--- config.mk ---
export PLATFORM = sky130hd
export DESIGN_NAME = halfsiphash_byte_stream_hash
export DESIGN_NICKNAME = d
export VERILOG_FILES = /design/src/hdl/hsh_pkg.sv /design/src/hdl/hsh_front.sv /design/src/hdl/hsh_cmdq.sv /design/src/hdl/hsh_back.sv /design/src/hdl/halfsiphash_byte_stream_hash.sv
export SDC_FILE = /design/constraint.sdc
export NUM_CORES = 1
export LEC_CHECK = 0
export ABC_AREA = 1
export BUFFER_PORTS_ARGS = -buffer_cell sky130_fd_sc_hd__buf_2
export CORE_UTILIZATION = 40
export DETAILED_ROUTE_END_ITERATION = 8
export PLACE_DENSITY = 0.54
export SKIP_LAST_GASP = 1
export SLEW_MARGIN = 10
export SYNTH_ARGS = -nofsm -noshare
export SYNTH_HDL_FRONTEND = slang
export SYNTH_SLANG_ARGS = --single-unit
export TNS_END_PERCENT = 100
--- constraint.sdc ---
create_clock -name i_clk -period 6.5 [get_ports i_clk]
set_input_delay 0.325 -clock i_clk [delete_from_list [all_inputs] [get_ports i_clk]]
set_output_delay 0.325 -clock i_clk [all_outputs]
set_load 0.02 [all_outputs]
--- src/hdl/hsh_pkg.sv ---
`timescale 1ns / 1ps
package hsh_pkg;

    localparam logic [31:0] INIT_C2   = 32'h6c796765;
    localparam logic [31:0] INIT_C3   = 32'h74656462;
    localparam logic [31:0] FINAL_XOR = 32'h000000ff;

    localparam int LEN_W         = 7;
    localparam int ABSORB_ROUNDS = 2;
    localparam int FINAL_ROUNDS  = 4;
    localparam int CMDQ_DEPTH    = 2;

    typedef logic [3:0][31:0] t_lanes;

    typedef struct packed {
        logic        do_absorb;
        logic [31:0] absorb_word;
        logic        do_final;
        logic [31:0] tail_word;
    } t_cmd;

    typedef enum logic {
        BK_IDLE,
        BK_RUN
    } t_back_state;

    function automatic logic [31:0] rotl(input logic [31:0] x, input int n);
        return (x << n) | (x >> (32 - n));
    endfunction

    function automatic t_lanes seed_lanes(input logic [63:0] key);
        t_lanes l;
        l[0] = key[31:0];
        l[1] = key[63:32];
        l[2] = INIT_C2 ^ key[31:0];
        l[3] = INIT_C3 ^ key[63:32];
        return l;
    endfunction

    function automatic t_lanes sip_round(input t_lanes l);
        logic [31:0] v0;
        logic [31:0] v1;
        logic [31:0] v2;
        logic [31:0] v3;
        t_lanes      r;
        v0 = l[0];
        v1 = l[1];
        v2 = l[2];
        v3 = l[3];
        v0 = v0 + v1;
        v1 = rotl(v1, 5);
        v1 = v1 ^ v0;
        v0 = rotl(v0, 16);
        v2 = v2 + v3;
        v3 = rotl(v3, 8);
        v3 = v3 ^ v2;
        v0 = v0 + v3;
        v3 = rotl(v3, 7);
        v3 = v3 ^ v0;
        v2 = v2 + v1;
        v1 = rotl(v1, 13);
        v1 = v1 ^ v2;
        v2 = rotl(v2, 16);
        r[0] = v0;
        r[1] = v1;
        r[2] = v2;
        r[3] = v3;
        return r;
    endfunction

endpackage

--- src/hdl/hsh_front.sv ---
`timescale 1ns / 1ps
module hsh_front
    import hsh_pkg::*;
(
    input  logic       i_clk,
    input  logic       i_rst_n,
    input  logic       i_clear,
    input  logic       i_accept,
    input  logic [7:0] i_byte_value,
    input  logic       i_byte_valid,
    input  logic       i_last,
    output logic       o_cmd_valid,
    output t_cmd       o_cmd
);

    logic [7:0]       r_held_byte;
    logic             r_held_valid;
    logic [LEN_W-1:0] r_len;

    logic [7:0]       n_held_byte;
    logic             n_held_valid;
    logic [LEN_W-1:0] n_len;
    logic             pair;

    always_comb begin
        pair         = i_byte_valid && r_held_valid;
        n_len        = r_len + LEN_W'(i_byte_valid);
        n_held_byte  = r_held_byte;
        n_held_valid = r_held_valid;
        if (i_byte_valid) begin
            if (r_held_valid) begin
                n_held_byte  = 8'h00;
                n_held_valid = 1'b0;
            end else begin
                n_held_byte  = i_byte_value;
                n_held_valid = 1'b1;
            end
        end
        o_cmd.do_absorb   = pair;
        o_cmd.absorb_word = {8'h00, i_byte_value, 8'h00, r_held_byte};
        o_cmd.do_final    = i_last;
        o_cmd.tail_word   = {n_len, 1'b0, 16'h0000, (n_held_valid ? n_held_byte : 8'h00)};
        o_cmd_valid       = i_accept && (pair || i_last);
    end

    always_ff @(posedge i_clk) begin
        if (!i_rst_n || i_clear) begin
            r_held_byte  <= 8'h00;
            r_held_valid <= 1'b0;
            r_len        <= '0;
        end else if (i_accept) begin
            if (i_last) begin
                r_held_byte  <= 8'h00;
                r_held_valid <= 1'b0;
                r_len        <= '0;
            end else begin
                r_held_byte  <= n_held_byte;
                r_held_valid <= n_held_valid;
                r_len        <= n_len;
            end
        end
    end

endmodule

--- src/hdl/hsh_cmdq.sv ---
`timescale 1ns / 1ps
module hsh_cmdq
    import hsh_pkg::*;
#(
    parameter int P_DEPTH = CMDQ_DEPTH
) (
    input  logic i_clk,
    input  logic i_rst_n,
    input  logic i_wr,
    input  t_cmd i_wr_data,
    output logic o_full,
    output logic o_rd_valid,
    output t_cmd o_rd_data,
    input  logic i_rd
);

    localparam int PTR_W = (P_DEPTH > 1) ? $clog2(P_DEPTH) : 1;
    localparam int CNT_W = $clog2(P_DEPTH + 1);

    t_cmd             r_mem [P_DEPTH];
    logic [PTR_W-1:0] r_wptr;
    logic [PTR_W-1:0] r_rptr;
    logic [CNT_W-1:0] r_count;

    logic do_wr;
    logic do_rd;

    assign o_full     = (r_count == CNT_W'(P_DEPTH));
    assign o_rd_valid = (r_count != '0);
    assign o_rd_data  = r_mem[r_rptr];
    assign do_wr      = i_wr && !o_full;
    assign do_rd      = i_rd && o_rd_valid;

    always_ff @(posedge i_clk) begin
        if (do_wr) begin
            r_mem[r_wptr] <= i_wr_data;
        end
    end

    always_ff @(posedge i_clk) begin
        if (!i_rst_n) begin
            r_wptr  <= '0;
            r_rptr  <= '0;
            r_count <= '0;
        end else begin
            if (do_wr) begin
                r_wptr <= (r_wptr == PTR_W'(P_DEPTH - 1)) ? '0 : r_wptr + 1'b1;
            end
            if (do_rd) begin
                r_rptr <= (r_rptr == PTR_W'(P_DEPTH - 1)) ? '0 : r_rptr + 1'b1;
            end
            if (do_wr && !do_rd) begin
                r_count <= r_count + 1'b1;
            end else if (do_rd && !do_wr) begin
                r_count <= r_count - 1'b1;
            end
        end
    end

endmodule

--- src/hdl/hsh_back.sv ---
`timescale 1ns / 1ps
module hsh_back
    import hsh_pkg::*;
(
    input  logic        i_clk,
    input  logic        i_rst_n,
    input  logic [63:0] i_key,
    input  logic        i_reseed,
    input  logic [63:0] i_reseed_key,
    input  logic        i_cmd_valid,
    input  t_cmd        i_cmd,
    output logic        o_cmd_take,
    output logic        empty,
    input  logic        pop,
    output logic [31:0] o_hash_value
);

    localparam int STEP_W = $clog2(ABSORB_ROUNDS + FINAL_ROUNDS);

    t_back_state       r_state;
    t_back_state       n_state;
    t_lanes            r_lanes;
    logic [STEP_W-1:0] r_step;
    logic              r_final_phase;
    t_cmd              r_cmd;
    logic              r_out_full;
    logic [31:0]       r_hash;

    logic        start;
    logic [31:0] word;
    t_lanes      round_in;
    t_lanes      round_out;
    t_lanes      after;
    logic        absorb_end;
    logic        chain_final;
    logic        final_end;
    logic        done;

    assign start = i_cmd_valid && (!i_cmd.do_final || !r_out_full);

    always_comb begin
        n_state = r_state;
        unique case (r_state)
            BK_IDLE: begin
                if (start) begin
                    n_state = BK_RUN;
                end
            end
            BK_RUN: begin
                if (done) begin
                    n_state = BK_IDLE;
                end
            end
            default: n_state = BK_IDLE;
        endcase
    end

    always_comb begin
        word     = r_final_phase ? r_cmd.tail_word : r_cmd.absorb_word;
        round_in = r_lanes;
        if (r_step == '0) begin
            round_in[3] = r_lanes[3] ^ word;
        end
        round_out  = sip_round(round_in);
        absorb_end = (r_step == STEP_W'(ABSORB_ROUNDS - 1));
        after      = round_out;
        if (absorb_end) begin
            after[0] = round_out[0] ^ word;
            if (r_final_phase) begin
                after[2] = round_out[2] ^ FINAL_XOR;
            end
        end
        chain_final = absorb_end && !r_final_phase && r_cmd.do_final;
        final_end   = r_final_phase && (r_step == STEP_W'(ABSORB_ROUNDS + FINAL_ROUNDS - 1));
        done        = (absorb_end && !r_final_phase && !r_cmd.do_final) || final_end;
        o_cmd_take  = (r_state == BK_IDLE) && start;
    end

    assign empty        = !r_out_full;
    assign o_hash_value = r_hash;

    always_ff @(posedge i_clk) begin
        if (!i_rst_n) begin
            r_state       <= BK_IDLE;
            r_lanes       <= seed_lanes(64'h0);
            r_step        <= '0;
            r_final_phase <= 1'b0;
            r_out_full    <= 1'b0;
        end else if (i_reseed) begin
            r_state <= BK_IDLE;
            r_lanes <= seed_lanes(i_reseed_key);
            r_step  <= '0;
            if (pop && r_out_full) begin
                r_out_full <= 1'b0;
            end
        end else begin
            r_state <= n_state;
            if (pop && r_out_full) begin
                r_out_full <= 1'b0;
            end
            if (o_cmd_take) begin
                r_final_phase <= !i_cmd.do_absorb;
                r_step        <= '0;
            end else if (r_state == BK_RUN) begin
                r_lanes <= after;
                r_step  <= r_step + 1'b1;
                if (chain_final) begin
                    r_final_phase <= 1'b1;
                    r_step        <= '0;
                end
                if (final_end) begin
                    r_lanes    <= seed_lanes(i_key);
                    r_out_full <= 1'b1;
                end
            end
        end
    end

    always_ff @(posedge i_clk) begin
        if (o_cmd_take) begin
            r_cmd <= i_cmd;
        end
        if ((r_state == BK_RUN) && final_end) begin
            r_hash <= round_out[1] ^ round_out[3];
        end
    end

endmodule

--- src/hdl/halfsiphash_byte_stream_hash.sv ---
`timescale 1ns / 1ps
// Keyed 32-bit byte-stream hash with two compression rounds and four finalization rounds.
// The input side behaves like a queue: an item carries one byte, a byte-valid flag and a
// last flag, and it is taken on a clock edge where push is high and full is low.
// The result side also behaves like a queue: while empty is low, the hash of the most
// recently completed message is on o_hash_value, and pop takes it.
// Only an item with last set produces a result.
// The key is written through i_cfg_we and i_cfg_data. A write reseeds the lanes and drops
// any partial message. Write it only while the block is idle.
// The front part pairs the bytes and builds the tail word. A command queue of
// P_CMDQ_DEPTH entries feeds the back part, which performs one round per cycle.
// For a byte pair, the round unit loads the command and then performs two rounds.
// A final item loads the command, folds in the tail word with two rounds and runs the four
// finalization rounds; if it also completes a byte pair, the pair's two rounds come first.
// While the result is not popped, the round unit keeps absorbing byte pairs. It waits only
// at the next final item, and full rises once the command queue fills.
// Reset seeds the lanes from the all-zero key and empties both queues.
module halfsiphash_byte_stream_hash
    import hsh_pkg::*;
#(
    parameter int P_CMDQ_DEPTH = CMDQ_DEPTH
) (
    input  logic        i_clk,
    input  logic        i_rst_n,
    input  logic        push,
    output logic        full,
    input  logic [7:0]  i_byte_value,
    input  logic        i_byte_valid,
    input  logic        i_last,
    output logic        empty,
    input  logic        pop,
    output logic [31:0] o_hash_value,
    input  logic        i_cfg_we,
    input  logic [63:0] i_cfg_data
);

    logic [63:0] r_key;
    logic        accept;
    logic        front_valid;
    t_cmd        front_cmd;
    logic        q_valid;
    t_cmd        q_cmd;
    logic        q_take;

    assign accept = push && !full;

    always_ff @(posedge i_clk) begin
        if (!i_rst_n) begin
            r_key <= 64'h0;
        end else if (i_cfg_we) begin
            r_key <= i_cfg_data;
        end
    end

    hsh_front u_front (
        .i_clk        (i_clk),
        .i_rst_n      (i_rst_n),
        .i_clear      (i_cfg_we),
        .i_accept     (accept),
        .i_byte_value (i_byte_value),
        .i_byte_valid (i_byte_valid),
        .i_last       (i_last),
        .o_cmd_valid  (front_valid),
        .o_cmd        (front_cmd)
    );

    hsh_cmdq #(
        .P_DEPTH (P_CMDQ_DEPTH)
    ) u_cmdq (
        .i_clk      (i_clk),
        .i_rst_n    (i_rst_n),
        .i_wr       (front_valid),
        .i_wr_data  (front_cmd),
        .o_full     (full),
        .o_rd_valid (q_valid),
        .o_rd_data  (q_cmd),
        .i_rd       (q_take)
    );

    hsh_back u_back (
        .i_clk        (i_clk),
        .i_rst_n      (i_rst_n),
        .i_key        (r_key),
        .i_reseed     (i_cfg_we),
        .i_reseed_key (i_cfg_data),
        .i_cmd_valid  (q_valid),
        .i_cmd        (q_cmd),
        .o_cmd_take   (q_take),
        .empty        (empty),
        .pop          (pop),
        .o_hash_value (o_hash_value)
    );

endmodule

==> results.sh, run 1 <==
export IMPL_worst_pin_slew_ns=1.080
export IMPL_setup_violations_final=0
export IMPL_fin_nets=3961
export IMPL_grt_max_degree=76
export IMPL_cts_tree="done"
export IMPL_cp_common_cell="nand2_1"
export IMPL_vias=26010
export IMPL_core_um2=61710
export IMPL_rsz0062_at_grt="no"
export IMPL_cts_buffer_depth=3
export IMPL_path_max_fanout=12
export IMPL_grt_pass1_wl_um=174600
export IMPL_setup_ws_ns=0.2418
export IMPL_ys_seq_area_frac=0.3322
export IMPL_worstReg2RegEnd="u_back.o_hash_value[26]"
export IMPL_synth_distinct_cells=68
export IMPL_grt_pass1_vias=23570
export IMPL_drt_wl_total_um=126500
export IMPL_ys_warnings_count=0
export IMPL_port_buffers=112
export IMPL_syn_nets=3778
export IMPL_slew_violations=0
export IMPL_status="complete, no violations"
export IMPL_multi_input_area_um2=14810
export IMPL_dp_worst_setup_slack_ns=0.2586
export IMPL_grtUsageTotal=0.3924
export IMPL_dp_cells=4519
export IMPL_numCtsBuffers=42
export IMPL_netlist_instances=3564
export IMPL_ff2ff_path_depth=33
export IMPL_period_minus_slack_ns=6.258
export IMPL_avgRoutedWirePerCell_um=27.40
export IMPL_synth_main_ff_cell="dfxtp_1"
export IMPL_drt_iter0_drc=3028
export IMPL_core_rowCount=91
export IMPL_die_x_um=251.8
export IMPL_crit_path_start_kind="register"
export IMPL_hold_class="input pin to register"
export IMPL_final_antenna_net_count=0
export IMPL_holdWs_ns=0.02719
export IMPL_hold_path_depth=3
export IMPL_register_area_um2=8288
export IMPL_post_cts_buffers=0
export IMPL_critPathCaptureType="register"
export IMPL_gp_congestion=1.178
export IMPL_synth_xor_area_share=0.07908
export IMPL_synth_adder_area_share=0.06890
export IMPL_path_buf_inv=7
export IMPL_max_freq_mhz=159.8
export IMPL_worstHoldStart="i_cfg_data[48]"
export IMPL_fin_worst_skew_ns=0.03768
export IMPL_synth_top_family_by_area="simple AND/OR/NAND/NOR gates"
export IMPL_cp_data_required_time_ns=6.84
export IMPL_path_clk_slew_ns=0.06
export IMPL_path_delay_family="simple AND/OR/NAND/NOR gates"
export IMPL_drive_gt1_frac=0.1117
export IMPL_filler_cell_count=6521
export IMPL_fp_dieH_um=251.8
export IMPL_hpwl_um=104700
export IMPL_synthesis_area_um2=24950
export IMPL_synth_compound_area_frac=0.1615
export IMPL_synth_edff_count=130
export IMPL_maxCapViolCount=0
export IMPL_avgSynthCellArea_um2=7.001
export IMPL_grt_overflow=0
export IMPL_dr_pass1_iters=6
export IMPL_dieArea_um2=63380
export IMPL_fin_crit_sh=0.9628
export IMPL_crit_arrival_ns=6.60
export IMPL_ys_ff_latch=349
export IMPL_synthToLayoutAreaGrowth_pct=14.71
export IMPL_cpMaxStageDelayCell="nor4_2"
export IMPL_async_flop_share=0
export IMPL_io_pins=113
export IMPL_crit_path_max_incr_delay_ns=0.51
export IMPL_relSlewSlack=0.2784
export IMPL_reg2reg_from="u_back.r_final_phase"
export IMPL_cts_sinks=349
export IMPL_via_per_inst=5.634
export IMPL_setup_tns_ns=0
export IMPL_start_util=0.4043
export IMPL_holdPathEnd="r_key[48]"
export IMPL_synthMuxAreaShare=0.0004012
export IMPL_criticalPathCategory="register to register"
export IMPL_r2r_setup_slack_ns=0.24
export IMPL_hold_viol_final=0
export IMPL_insertion_delay_ns=0.61
export IMPL_drc_errors=0
export IMPL_htreeDepth=2
export IMPL_antenna_found_initial=9
export IMPL_root_buffer="clkbuf_16"
export IMPL_stdcell_count=4617
export IMPL_yosys_area_share_simple=0.2812
-- layout by cell type, fill, tap and decap left out, types with 10 or more instances in the layout --
master	n
a21boi_0	15
xnor2_1	62
a21o_1	20
nand3b_1	23
o21ai_1	28
nor2_1	202
nand2_2	28
xor2_1	119
ha_1	131
o211ai_1	13
buf_2	111
dfxtp_1	219
nand3_2	10
inv_2	16
a31oi_1	35
o21bai_1	20
o22ai_1	24
nand3_1	205
buf_4	112
a21oi_1	357
xor2_2	17
inv_1	357
edfxtp_1	130
nor3_1	24
dlygate4sd3_1	21
nand2_1	1137
a22oi_1	10
nand4_1	16
clkbuf_16	42
o21ai_0	136
clkbuf_1	12
-- state kept, by name, indices dropped and copies added (netlist names), 2 cells and up, named ones only --
signal / cells
r_key: 64
u_back.o_hash_value: 32
u_back.r_cmd: 32
u_back.r_lanes: 128
u_back.r_step: 3
u_cmdq.r_count: 2
u_cmdq.r_mem: 66
u_front.r_held_byte: 8
u_front.r_len: 7
-- cell families after synthesis --
family | after synthesis
AO/OA/AOI/OAI | 705
AND/OR/NAND/NOR | 1683
multiplexers | 1
buffers and inverters | 487
flip-flops | 349
XOR/XNOR | 204
adder cells (fa/ha/maj) | 135
-- timing repair --
action	4_1_cts	5_1_grt
hold endpoints to repair	30	0
hold buffers	21	0
endpoints found under the setup margin	0	10
resized for setup	0	3
-- worst reg2reg max path: cells and delay by family (launching register included) --
family,cells,cell delay (ns)
xor gates and xnor gates,3,0.67
adders and majority gates,2,0.78
DFF,1,0.32
AOI/OAI and AO/OA,4,0.80
buffers and inverters,7,1.03
and+or+nand+nor,17,2.39
-- synth_stat cells (all sizes together), types with 7 or more instances --
cell,count,area share
nor3,27,0.0061
or2,7,0.0018
edfxtp,130,0.16
a21oi,368,0.076
nand2,1169,0.18
o21ai,173,0.036
inv,374,0.056
a2bb2oi,7,0.0025
nand3b,23,0.0069
a31oi,35,0.0088
nand4,17,0.0045
o22ai,24,0.0060
buf,27,0.0054
nor2,217,0.034
o21bai,23,0.0080
ha,131,0.066
dfxtp,219,0.18
xnor2,64,0.023
a22oi,10,0.0030
nand3,216,0.046
a21o,21,0.0064
o211ai,14,0.0044
xor2,138,0.054
a21boi,16,0.0050
clkbuf,80,0.014
-- metrics by stage --
stage | util | cell area (µm²)
floorplan | - | 24950
global placement | 0.4377 | 27010
detailed placement | 0.4377 | 27010
CTS | 0.4633 | 28590
global route | 0.4637 | 28610
finish | 0.4638 | 28620
-- area by class of cell --
type                       count  area share
tap                          837     0.03659
inverter                     379     0.04992
clock inverter                16    0.007607
sequential                   349      0.2896
multi-input combinational   2728      0.5176
timing repair buffer         247     0.05823
antenna                        3   0.0002623
clock buffer                  58     0.04022
-- worst max path at each step --
| stage | startpoint | end | depth (start not counted) |
|---|---|---|---|
| 2_1_floorplan | u_back.r_step[0] | u_back.o_hash_value[26] | 33 |
| 6_report | u_back.r_final_phase | u_back.o_hash_value[26] | 33 |
| 5_1_grt | u_back.r_final_phase | u_back.r_lanes[19] | 32 |
| 3_3_place_gp | u_back.r_final_phase | u_back.r_lanes[19] | 32 |
| 4_1_cts | u_back.r_final_phase | u_back.r_lanes[18] | 30 |
| 3_5_place_dp | u_back.r_final_phase | u_back.r_lanes[18] | 29 |
-- layer usage --
| layer | part of all wire | global-route usage | up-vias | wire, µm |
|---|---|---|---|---|
| li1 | - | - | 12080 | - |
| met1 | 0.42 | 0.5292 | 12220 | 52710 |
| met2 | 0.40 | 0.5620 | 1420 | 50830 |
| met3 | 0.10 | 0.08480 | 293 | 13180 |
| met4 | 0.077 | 0.2584 | 4 | 9764 |
| met5 | 0.00021 | 0 | - | 27 |
Power of run 1 is left out: the tool's default activity adds up to more than one toggle a clock period on the data nets, which glitch-free logic cannot reach.
==> inputs of run 2 (changes only) <==
--- a/config.mk
+++ b/config.mk
@@ -7,9 +7,12 @@
 export LEC_CHECK = 0
 export ABC_AREA = 1
 export BUFFER_PORTS_ARGS = -buffer_cell sky130_fd_sc_hd__buf_2
-export CORE_UTILIZATION = 40
+export CELL_PAD_IN_SITES_DETAIL_PLACEMENT = 1
+export CELL_PAD_IN_SITES_GLOBAL_PLACEMENT = 2
+export CORE_UTILIZATION = 36
 export DETAILED_ROUTE_END_ITERATION = 8
-export PLACE_DENSITY = 0.54
+export PLACE_DENSITY = 0.79
+export REMOVE_ABC_BUFFERS = 1
 export SKIP_LAST_GASP = 1
 export SLEW_MARGIN = 10
 export SYNTH_ARGS = -nofsm -noshare
==> results.sh, run 2 (synthesis results as in run 1) <==
export IMPL_drt_iter0_drc=2036
export IMPL_gp_congestion=1.044
export IMPL_via_per_inst=5.581
export IMPL_largestRegisters="u_back.r_lanes: 128 flops, u_cmdq.r_mem: 66 flops, r_key: 64 flops"
export IMPL_dp_cells=4606
export IMPL_layout_common_cells="1133 x nand2_1, 355 x inv_1, 352 x a21oi_1"
export IMPL_dieArea_um2=70370
export IMPL_fp_dieH_um=265.3
export IMPL_antenna_found_initial=3
export IMPL_htreeDepth=2
export IMPL_synthToLayoutAreaGrowth_pct=16.07
export IMPL_fin_worst_skew_ns=0.05251
export IMPL_root_buffer="clkbuf_16"
export IMPL_cts_buffer_depth=3
export IMPL_setup_violations_final=0
export IMPL_start_util=0.3638
export IMPL_post_cts_buffers=0
export IMPL_core_um2=68590
export IMPL_drc_errors=0
export IMPL_die_x_um=265.3
export IMPL_cts_sinks=349
export IMPL_max_freq_mhz=159.1
export IMPL_fin_nets=3962
export IMPL_avgRoutedWirePerCell_um=28.14
export IMPL_path_clk_slew_ns=0.07
export IMPL_hpwl_um=108600
export IMPL_rsz0062_at_grt="yes"
export IMPL_core_rowCount=96
export IMPL_drt_wl_total_um=132700
export IMPL_slew_violations=0
export IMPL_dp_worst_setup_slack_ns=0.1256
export IMPL_setup_ws_ns=0.2164
export IMPL_hold_class="input pin to register"
export IMPL_cts_tree="done"
export IMPL_fin_area_um2=28960
export IMPL_grt_pass1_vias=26280
export IMPL_worst_pin_slew_ns=1.073
export IMPL_place_area_um2=27070
export IMPL_crit_path_max_incr_delay_ns=0.46
export IMPL_cpMaxStageDelayCell="ha_1"
export IMPL_critPathCaptureType="register"
export IMPL_vias=26320
export IMPL_largest_reg_flops=128
export IMPL_relSlewSlack=0.2830
export IMPL_final_antenna_net_count=0
export IMPL_grt_max_degree=103
export IMPL_crit_path_start_kind="register"
export IMPL_fin_crit_sh=0.9667
export IMPL_period_minus_slack_ns=6.284
export IMPL_dr_pass1_iters=6
export IMPL_insertion_delay_ns=0.62
export IMPL_grtUsageTotal=0.3726
export IMPL_numCtsBuffers=42
export IMPL_status="complete, no violations"
export IMPL_filler_cell_count=8674
export IMPL_top_register="u_back.r_lanes"
export IMPL_criticalPathCategory="register to register"
export IMPL_cp_common_cell="nand2_1"
export IMPL_grt_overflow=0
export IMPL_drive_gt1_frac=0.1166
export IMPL_hold_viol_final=0
export IMPL_cp_data_required_time_ns=7.02
export IMPL_io_pins=113
export IMPL_path_max_fanout=10
export IMPL_layout_commonest_cell="nand2_1"
export IMPL_crit_arrival_ns=6.81
export IMPL_port_buffers=112
export IMPL_maxCapViolCount=0
export IMPL_stdcell_count=4715
export IMPL_grt_pass1_wl_um=188100
==> run 2: what timing repair did <==
| action | 4_1_cts | 5_1_grt |
|---|---|---|
| setup endpoints to repair | 0 | 51 |
| hold buffers | 29 | 0 |
| gates resized for setup | 0 | 23 |
| hold endpoints to repair | 38 | 0 |
==> run 2: layout make-up <==
| type | instances | area, µm² | area share |
|---|---|---|---|
| multi-input cells | 2728 | 14890 | 0.5141 |
| flip-flops and latches | 349 | 8288 | 0.2862 |
| repair buffers | 248 | 1694 | 0.05850 |
| clock buffers | 57 | 1211 | 0.04182 |
| well taps | 931 | 1165 | 0.04022 |
| inverters | 379 | 1433 | 0.04947 |
| diodes | 2 | 5.005 | 0.0001728 |
| clock inverters | 21 | 275.3 | 0.009505 |
==> run 2: path summary, 6_finish.rpt <==
kind	start	endpoint	slack [ns]	depth (start not counted)
worst min register to register	r_key[4]	r_key[4]	0.46	2
worst max register to register	u_back.r_step[0]	u_back.r_lanes[31]	0.22	33
worst min-delay path	i_cfg_data[41]	r_key[41]	0.02	3
worst max-delay path	u_back.r_step[0]	u_back.r_lanes[31]	0.22	33
==> run 2: worst max-delay path: cells and delay by family (launching register included) <==
| family | cells | cell delay, ns |
|---|---|---|
| buffers and inverters | 6 | 0.94 |
| AOI/OAI and AO/OA | 9 | 1.82 |
| and+or+nand+nor | 14 | 1.85 |
| DFF | 1 | 0.35 |
| adders and majority gates | 3 | 1.04 |
| xor gates and xnor gates | 1 | 0.16 |
==> run 2: per-stage QoR <==
step           utilization  hold WS [ns]   TNS, ns
3_5_place_dp        0.3947        0.4387         0
2_1_floorplan            -        0.4166   -317.77
6_report            0.4222       0.02318         0
5_1_grt             0.4222       0.01425  -0.04205
4_1_cts             0.4206      0.003329         0
3_3_place_gp        0.3947        0.4324         0
==> run 2: layer usage <==
layer  up-vias  wire length, µm  part of all wire  track usage
met5         -                0                 0            0
met4         0             7936             0.060       0.1953
met3       249             7626             0.057      0.05166
met2       913            59490              0.45       0.5945
met1     13080            57610              0.43       0.4888
li1      12070                -                 -            -
Power of run 2 is left out for the same reason.
